<file path="src/rtl/fsba_ram.sv">
// Generic single-write, single-read synchronous RAM with registered read data.
// Used for the allocator link store. No dependencies.
`default_nettype none

module fsba_ram #(
   parameter int WIDTH = 8,
   parameter int DEPTH = 16,
   localparam int ADDR_W = (DEPTH > 1) ? $clog2(DEPTH) : 1
) (
   input  wire logic              clock,
   input  wire logic              wr_en,
   input  wire logic [ADDR_W-1:0] wr_addr,
   input  wire logic [WIDTH-1:0]  wr_data,
   input  wire logic              rd_en,
   input  wire logic [ADDR_W-1:0] rd_addr,
   output logic      [WIDTH-1:0]  rd_data
);

   logic [WIDTH-1:0] mem_ff [DEPTH];
   logic [WIDTH-1:0] rd_data_ff;

   // Write port
   always_ff @(posedge clock) begin
      if (wr_en) begin
         mem_ff[wr_addr] <= wr_data;
      end
   end

   // Read port: data held until the next read
   always_ff @(posedge clock) begin
      if (rd_en) begin
         rd_data_ff <= mem_ff[rd_addr];
      end
   end

   assign rd_data = rd_data_ff;

endmodule

`default_nettype wire

</file>
<file path="config.mk">
export PLATFORM = sky130hd
export DESIGN_NAME = fsba_ram
export DESIGN_NICKNAME = d
export VERILOG_FILES = /design/src/rtl/fsba_ram.sv
export SDC_FILE = /design/constraint.sdc
export NUM_CORES = 1
export LEC_CHECK = 0
export BUFFER_PORTS_ARGS = -buffer_cell sky130_fd_sc_hd__buf_2
export CORE_MARGIN = 4
export CORE_UTILIZATION = 42
export DETAILED_ROUTE_END_ITERATION = 7
export SYNTH_ARGS = -nofsm -noshare
export SYNTH_HDL_FRONTEND = slang
export SYNTH_SLANG_ARGS = --single-unit
export TNS_END_PERCENT = 10
</file>
<file path="constraint.sdc">
create_clock -name clock -period 5.1 [get_ports clock]
set_clock_uncertainty 0.2 [all_clocks]
set_input_delay 0 -clock clock [delete_from_list [all_inputs] [get_ports clock]]
set_output_delay 0 -clock clock [all_outputs]
set_load 0.02 [all_outputs]
</file>
==> impl_metrics.ini <==
[outcome]
status = finished, final reports clean

[setup_path]
arrival_ns = 1.84
worstSetupStartpointType = input pin
worstSetupPathType = input pin to flip-flop
cp.required_ns = 4.94
setup.worst_path.end_class = flip-flop
reg2regPathDepth = 3
path_max_fanout = 8

[global_route]
grt_pass1_vias = 2397
grt_max_degree = 33
grt_pass1_wl_um = 14900
antenna_found_initial = 0
grt_use_total = 0.149
gr-total-overflow = 0

[pwr]
ir_drop_mv = 0.216
pwr-share-clk = 0.442
p_switching_uw = 473
swShare = 0.190
p_leak_uw = 0.00203
p_seq_frac = 0.510
power.internal_uw = 2010
pwr_density_cell_nw_per_um2 = 404
power_frac_comb = 0.048

[drt]
dr_wl_met3_um = 696
wl_um = 9840
wl_per_cell_um = 21.6
highest_layer = met4
via_count = 2424
detail-route-antenna-nets = 0
vias_per_cell = 5.33
m1WireLength_um = 4230
drt_iter0_markers = 204
drt-pass1-iter-count = 5
met2_wirelength_um = 4750
drc = 0

[hold_path]
hp-class = input pin to flip-flop
hold_depth = 3

[yosys]
synth_xor_area_frac = 0
syn_area_um2 = 5230
postSynthAreaPerCell_um2 = 22.8
synthArstFlopShare = 0
ys.warnings.count = 0
synth_compound_area_frac = 0.0230
yosysUniqueCellTypes = 18
yosys.area_share.simple = 0.0314
syn_inst = 229
synthTopCellsByArea = edfxtp_1, mux4_2, mux4_1
synth_top_area_frac = 0.781
synth_most_common_cell = edfxtp_1
synth_common_cells = edfxtp_1, mux4_2, a22oi_1
synth_nets = 248
synth_top_cell_by_area = edfxtp_1
synth_top_family_by_area = multiplexers
synth_edf_count = 136
ys_ff_latch = 136
yosysSeqAreaShare = 0.781
synthFlopType = edfxtp_1
synth_mux_area_frac = 0.148
synth_fa_ha_area_frac = 0

[sta]
finalSetupViolations = 0
timing.final.hold_violations = 0
fin_crit_ns = 2.00
worst_slew_pin_slew_ns = 1.08
clock.fmax_mhz = 500
slew_headroom = 0.278
finalMaxSlewViolations = 0
rsz0062_at_grt = false
fin_setup_tns_ns = 0
final.period_utilization = 0.392

[floorplan]
io_pins = 27
core_area_um2 = 12100
rows = 40
dieArea_um2 = 14300
die-width_um = 120
die_y_um = 120
start_util = 0.432

[clock_tree]
cts_sinks = 136
cts_buffers = 17
clkLatencyLatePin_ns = 0.41
tritoncts = yes
path_clk_slew_ns = 0.05
h-tree-depth = 4
max-clock-path-buffers = 2
cts_root_buffer = clkbuf_16

[place]
placed_area_um2 = 5510
port_buffers = 26
dpl.hpwl_um = 5910
gp_congestion = 0.714

[final_layout]
fin_area_um2 = 6150
nFillCells = 1001
diodes = 0
nets = 297
syn2layout_area_growth_pct = 17.6
drive_gt1_frac = 0.244

[flow_run]
drv_cap = 0
stage by stage:
step | setup WS, ns | power, µW | utilization | instances | hold slack [ns]
3_3_place_gp | 2.73 | 1400 | 0.455 | 415 | 0.174
2_1_floorplan | 3.41 | 1360 | - | 229 | -0.101
3_5_place_dp | 2.75 | 1410 | 0.455 | 415 | 0.174
4_1_cts | 3.09 | 2500 | 0.508 | 455 | 0.0512
6_report | 3.10 | 2480 | 0.508 | 455 | 0.0513
5_1_grt | 3.09 | 2570 | 0.508 | 455 | 0.0790
registers in the layout, indices dropped and copies added (netlist names):
name	cells
mem_ff	128
rd_data	8
path summary, 6_finish.rpt:
kind,startpoint,endpoint,slack (ns)
max reg2reg,mem_ff[3][6]$_DFFE_PP_,rd_data[6]$_DFFE_PP_,3.44
min reg2reg,mem_ff[15][4]$_DFFE_PP_,rd_data[4]$_DFFE_PP_,0.54
max,wr_addr[1],mem_ff[8][3]$_DFFE_PP_,3.10
min,wr_addr[2],mem_ff[12][4]$_DFFE_PP_,0.05
critical path, cell delays in order:
cell and delay [ns]:
dlygate4sd3_1 0.52, buf_2 0.17, nor3_2 0.22, dlygate4sd3_1 0.92
logic make-up (layout without fill, tap and decap cells):
kind of cell | Yosys count | count (layout)
DFF | 136 | 136
buffers and inverters | 10 | 68
muxes | 32 | 32
and+or+nand+nor | 35 | 35
AOI/OAI and AO/OA | 16 | 16
power groups by stage:
stage | Sequential [µW] | Clock [µW] | Combinational, µW
global route | 1270 | 1180 | 130
global placement | 1290 | 0 | 115
finish | 1270 | 1100 | 120
detailed placement | 1290 | 0 | 116
floorplan | 1290 | 0 | 63.6
CTS | 1270 | 1110 | 122
layout make-up:
| type | instances | area (µm²) | share of cell area |
|---|---|---|---|
| Sequential cell | 136 | 4080 | 0.664 |
| Multi-Input combinational cell | 83 | 1070 | 0.174 |
| Clock buffer | 21 | 440 | 0.0716 |
| Timing Repair Buffer | 40 | 265 | 0.0431 |
| Tap cell | 168 | 210 | 0.0342 |
| Clock inverter | 7 | 81.3 | 0.0132 |
per-layer routing:
layer,up-vias,GRT usage
li1,1072,-
met1,1239,0.209
met2,98,0.222
met3,15,0.0363
met4,0,0.0666
met5,-,0
repair_timing:
action,in CTS,in global routing
setup buffers,0,0
endpoints found under the hold margin,168,0
hold buffers,12,0
gates resized for setup,0,0
placed cells by master, fill, tap and decap left out, types with 3 or more instances in the layout:
| cell type | netlist | layout |
|---|---|---|
| edfxtp_1 | 136 | 136 |
| buf_2 | 3 | 26 |
| mux4_2 | 18 | 18 |
| clkbuf_16 | 0 | 17 |
| a22oi_1 | 16 | 16 |
| mux4_1 | 14 | 14 |
| nor2_1 | 13 | 13 |
| dlygate4sd3_1 | 0 | 12 |
| nand2_1 | 9 | 9 |
| clkbuf_1 | 0 | 4 |
| clkinv_1 | 0 | 3 |
Note: power is estimated with default switching activity, not from simulation.
